[src/rtl/core/bmgf_pkg.sv]
// shared constants and types for the berlekamp-massey unit
// no dependencies
package bmgf_pkg;
  localparam int unsigned SeqMaxDef    = 32;
  localparam int unsigned FieldBitsDef = 64;
  localparam int unsigned CfgDegree    = 0;
  localparam int unsigned CfgTail      = 1;

  typedef enum logic [1:0] {
    MUL_IDLE = 2'b01,
    MUL_RUN  = 2'b10
  } mul_state_e;
endpackage

[src/rtl/core/bmgf_mul.sv]
// bit-serial gf(2^m) multiplier, one bit of b per cycle
// depends on bmgf_pkg
module bmgf_mul import bmgf_pkg::*; #(
  parameter int unsigned FieldBits = FieldBitsDef
) (
  input  logic                 clk_i,
  input  logic                 rst_ni,
  input  logic                 start_i,
  input  logic [FieldBits-1:0] a_i,
  input  logic [FieldBits-1:0] b_i,
  input  logic [FieldBits-1:0] mask_i,
  input  logic [FieldBits-1:0] tail_i,
  input  logic [6:0]           m_i,
  output logic                 done_o,
  output logic [FieldBits-1:0] p_o
);
  mul_state_e             state_q, state_d;
  logic [FieldBits-1:0]   a_q, b_q, r_q, r_d, r_sh;
  logic [6:0]             cnt_q, cnt_d;
  logic                   top;

  // shift-and-reduce step, msb of b first
  always_comb begin
    top  = |(r_q & (mask_i & ~(mask_i >> 1)));
    r_sh = (r_q << 1) & mask_i;
    if (top) r_sh = r_sh ^ tail_i;
    r_d = r_sh;
    if (b_q[cnt_q[5:0]]) r_d = r_d ^ a_q;
  end

  always_comb begin
    state_d = state_q;
    cnt_d   = cnt_q;
    unique case (state_q)
      MUL_IDLE: if (start_i) begin
        state_d = MUL_RUN;
        cnt_d   = m_i - 7'd1;
      end
      MUL_RUN: begin
        if (cnt_q == 7'd0) state_d = MUL_IDLE;
        else cnt_d = cnt_q - 7'd1;
      end
      default: state_d = MUL_IDLE;
    endcase
  end

  always_ff @(posedge clk_i or negedge rst_ni) begin
    if (!rst_ni) begin
      state_q <= MUL_IDLE;
      cnt_q   <= '0;
    end else begin
      state_q <= state_d;
      cnt_q   <= cnt_d;
    end
  end

  always_ff @(posedge clk_i) begin
    if (state_q == MUL_IDLE && start_i) begin
      a_q <= a_i & mask_i;
      b_q <= b_i & mask_i;
      r_q <= '0;
    end else if (state_q == MUL_RUN) begin
      r_q <= r_d;
    end
  end

  assign done_o = (state_q == MUL_RUN) && (cnt_q == 7'd0);
  assign p_o    = r_d;
endmodule

[config.mk]
export PLATFORM = sky130hd
export DESIGN_NAME = bmgf_mul
export DESIGN_NICKNAME = d
export VERILOG_FILES = /design/src/rtl/core/bmgf_pkg.sv /design/src/rtl/core/bmgf_mul.sv
export SDC_FILE = /design/constraint.sdc
export NUM_CORES = 1
export LEC_CHECK = 0
export CAP_MARGIN = 0
export CORE_MARGIN = 1
export CORE_UTILIZATION = 40
export DETAILED_ROUTE_END_ITERATION = 16
export DONT_BUFFER_PORTS = 1
export PLACE_DENSITY = 0.58
export SYNTH_ARGS = -nofsm -noshare
export SYNTH_HDL_FRONTEND = slang
export SYNTH_SLANG_ARGS = --single-unit
[constraint.sdc]
create_clock -name clk_i -period 10.8 [get_ports clk_i]
set_clock_uncertainty 0.15 [all_clocks]
set_input_delay 0.54 -clock clk_i [delete_from_list [all_inputs] [get_ports clk_i]]
set_output_delay 0.54 -clock clk_i [all_outputs]
set_load 0.02 [all_outputs]
==> impl.org <==
** Synth
- Number of enable flip-flop cells after synthesis :: 128
- Sequential cell area fraction in the yosys report :: 0.459
- For this run, the leading register cell type out of synthesis is sky130_fd_sc_hd__edfxtp_1.
- Synthesis instantiated 44 different standard cells from the library.
- Counting every instance in the synthesized netlist gives 1029.
- When the netlist entered floorplanning its net count stood at 1296.
- In this run, synthesis produced a sequential element count of 201.
- Synth warnings :: 0
- Post-Synthesis Cell Area :: 0.0117 sq mm
- Post-synth ARST share :: 0.0448
- After synthesis, the mean cell area works out to 11.3 sq um.

** Cells and area
- Leaving out fill and tap cells, the most frequent cells in the layout are sky130_fd_sc_hd__and2_1, sky130_fd_sc_hd__edfxtp_1, sky130_fd_sc_hd__nand3_1.
- Of the cells placed in the final design, the portion with a size suffix greater than 1 is 0.0585.
- For this run, the post-layout net count is 1275.
- Compared with the post-synthesis result, the final layout area differs by 9.53%.
- Leaving out fill and tap cells, the most frequent cell in the layout is sky130_fd_sc_hd__and2_1.
- Fillers :: 2732

** Route
- Via-to-Cell Ratio :: 5.61
- The first detailed-routing pass ran for 5 iterations.
- Antenna Violating Nets Remaining :: 0
- Summing over every cut layer, the via total after detailed routing is 7949.
- In this run, the number of DRC markers left after iteration 0 of detailed routing was 556.
- For this run, design rule violations remaining after detail routing come to 0.
- Wire length after detailed routing :: 34200 microns
- Routed len/inst :: 24.2 microns

** CTS
- TritonCTS clock tree :: done
- The tree is rooted in a sky130_fd_sc_hd__clkbuf_16.
- Clock Pin Slew Worst Setup and Hold Paths :: 60 ps
- The number of gates resized after CTS was 0.
- Worst-case clock buffer depth :: 3
- After clock tree synthesis, the setup repair step added 0 buffers.
- At the later pin of the worst-skew pair, clock insertion delay measures 520 ps.
- TritonCTS created 24 clock buffers.
- Counting every sink on the clock net gives 201.
- CTS built an H-tree with a depth of 1.

** Placed design
- The wire-length estimate of the detail-placed layout is 25100 microns.
- Timing analysis after detailed placement gives a worst setup slack of 6240 ps.
- Port buffering added 0 buffers.
- Final weighted congestion of routability-driven global placement :: 0.845

** Status
- Status :: completed

** Global route
- The number of global-route vias before repair is 8106.
- The first global-routing pass estimated 51500 microns of wire.
- Overall track demand over capacity in global routing :: 0.229
- Entering global routing, the biggest net connects 75 pins.
- Gr ovfl total :: 0
- The number of antenna violations at the first check in global routing was 9.

** Setup path
- Peak fanout along the critical path :: 35
- STA classifies the critical path endpoint as a primary output.
- For this run, the slowest stage of the critical path takes 1000 ps.
- Total number of cells along the worst setup path :: 8
- Critical path launch point type :: register
- Walking the worst path, the cells encountered are mux4_1, a31oi_1, nand3_1, a21oi_4, buf_4, nor3b_1, xnor3_1, inv_1.
- Arrival time reported for the critical path endpoint :: 4350 ps
- For the worst setup path, the data required time is 10110 ps.
- Setup CP Type :: register to primary output
- The number of cells on the worst reg-to-reg path is 8.
- Critical Path Slowest Stage Cell :: sky130_fd_sc_hd__dfrtp_1
- The number of buffers and inverters on the critical path is 2.
- Worst path top cell family by delay :: compound AO/OA/AOI/OAI gates

** Timing
- Final critical-path share of the clock period :: 0.467
- Slew of the pin with the lowest slew margin :: 1100 ps
- Final max-slew violation count :: 0
- The final hold violation count was 0.
- Min Clock Period, post-route :: 5040 ps
- Setup violations remaining at the end of the flow were counted as 0.
- Setup repair after global routing left no endpoint under its margin.
- Worst-case headroom to the max-slew limit :: 0.264
- Total Neg Setup Slack :: 0 ps
- Derived from the worst setup path, the maximum achievable clock frequency is 198 MHz.
- Post-route setup slack :: 5760 ps

** Power and ir drop
- Worst voltage drop across the vdd grid :: 195 uV
- The analysis attributes to cell leakage a power of 4.76 nW.
- For this design the ratio of total power to cell area is 316 mW/mm^2.

** Die
- For this configuration, the core starts out at a cell density of 0.406.
- The die is 173 microns tall.
- Number of top-level pins :: 331
- Core box area :: 0.0287 sq mm
- The die covers 0.0298 sq mm.
- The floorplan has 62 rows.
- The floorplan step set the die width to 173 microns.

** Run
- The tool flagged a number of max-cap violations equal to 0.

** Min path
- Count of cells along the worst hold path :: 2
- The worst hold path belongs to the class input port to register.
final timing paths:
| path | start | to | slack [ps] |
|---|---|---|---|
| min in group asynchronous | rst_ni | cnt_q[3] | 280 |
| max | cnt_q[2] | p_o[59] | 5760 |
| max reg2reg | cnt_q[2] | r_q[12] | 6710 |
| max in group asynchronous | rst_ni | state_q[0] | 9860 |
| min | m_i[5] | cnt_q[5] | 60 |
| min reg2reg | r_q[58] | r_q[58] | 330 |
cell type report:
class	count	area, sq um	area share
Tap cell	384	480	0.0376
Timing Repair Buffer	10	77.6	0.00607
Clock inverter	10	123	0.00960
Inverter	67	256	0.0201
Multi-Input combinational cell	704	5810	0.455
Sequential cell	201	5350	0.419
Clock buffer	34	659	0.0516
Antenna cell	7	17.5	0.00137
sequential cells by signal, indices dropped and copies added, names as in the netlist:
register / flops
a_q: 64
b_q: 64
r_q: 64
cnt_q: 7
state_q: 2
where the power goes:
group | leakage [nW] | internal, W | total [W] | switching (W)
registers | 1.86 | 0.00105 | 0.00118 | 0.000129
clock network | 0.384 | 0.000496 | 0.000818 | 0.000322
logic | 2.52 | 0.000691 | 0.00204 | 0.00135
logic make-up (layout without fill, tap and decap cells):
group	after synthesis	after routing	share of synthesized area
mux	23	23	0.0384
flops	201	201	0.459
other cells	0	7	0
fa+ha+maj	1	1	0.00107
simple gates	451	451	0.243
buf+inv	124	121	0.0462
xor+xnor	64	64	0.122
compound gates	165	165	0.0899
cells in the mapped netlist (8+ instances only):
| cell | count | area [sq um] |
|---|---|---|
| sky130_fd_sc_hd__a21oi_1 | 12 | 60.1 |
| sky130_fd_sc_hd__and2_1 | 191 | 1190 |
| sky130_fd_sc_hd__buf_2 | 8 | 40.0 |
| sky130_fd_sc_hd__buf_6 | 8 | 90.1 |
| sky130_fd_sc_hd__clkbuf_1 | 40 | 150 |
| sky130_fd_sc_hd__dfrtp_1 | 8 | 200 |
| sky130_fd_sc_hd__dfxtp_1 | 64 | 1280 |
| sky130_fd_sc_hd__edfxtp_1 | 128 | 3840 |
| sky130_fd_sc_hd__inv_1 | 67 | 251 |
| sky130_fd_sc_hd__mux2i_1 | 8 | 80.1 |
| sky130_fd_sc_hd__mux4_1 | 8 | 210 |
| sky130_fd_sc_hd__nand2_1 | 18 | 67.6 |
| sky130_fd_sc_hd__nand3_1 | 68 | 340 |
| sky130_fd_sc_hd__nand3b_1 | 63 | 473 |
| sky130_fd_sc_hd__nand4_1 | 17 | 106 |
| sky130_fd_sc_hd__nor2_1 | 10 | 37.5 |
| sky130_fd_sc_hd__nor3_1 | 9 | 45.0 |
| sky130_fd_sc_hd__nor3b_1 | 63 | 473 |
| sky130_fd_sc_hd__o21a_1 | 63 | 473 |
| sky130_fd_sc_hd__o21ai_0 | 63 | 315 |
| sky130_fd_sc_hd__o21ai_1 | 8 | 40.0 |
| sky130_fd_sc_hd__xnor3_1 | 63 | 1420 |
timing repair:
action                                  in CTS  in global routing
endpoints found under the setup margin       0                  0
hold buffers                                 1                  0
hold endpoints to repair                     9                  0
per-layer routing:
layer  global-route usage  routed length, microns  share of wire
met5                    0                      10        0.00029
met4               0.0535                     649          0.019
met3               0.0499                    2520          0.073
met2                0.374                   16300           0.48
met1                0.310                   14800           0.43
through the flow:
| step | utilization | instances | hold slack (ps) | area [sq um] | power, W |
|---|---|---|---|---|---|
| final | 0.445 | 1417 | 63.1 | 12800 | 0.00404 |
| after global routing | 0.445 | 1416 | 38.2 | 12800 | 0.00427 |
| after CTS | 0.444 | 1410 | 44.4 | 12800 | 0.00409 |
| after detailed placement | 0.417 | 1365 | 94.9 | 12000 | 0.00326 |
| after global placement | 0.417 | 1365 | 94.8 | 12000 | 0.00323 |
| after floorplan | - | 1029 | 94.4 | 11700 | 0.00286 |
worst register-to-register path, cell delays in order (launching register included):
cell                      delay (ps)
sky130_fd_sc_hd__dfrtp_1        1000
sky130_fd_sc_hd__mux4_1          460
sky130_fd_sc_hd__a31oi_1         180
sky130_fd_sc_hd__nand3_1         160
sky130_fd_sc_hd__a21oi_4         880
sky130_fd_sc_hd__buf_4           550
sky130_fd_sc_hd__nor3b_1         150
sky130_fd_sc_hd__xnor3_1         290
sky130_fd_sc_hd__o21ai_0         110
Note: power is estimated with default switching activity, not from simulation.
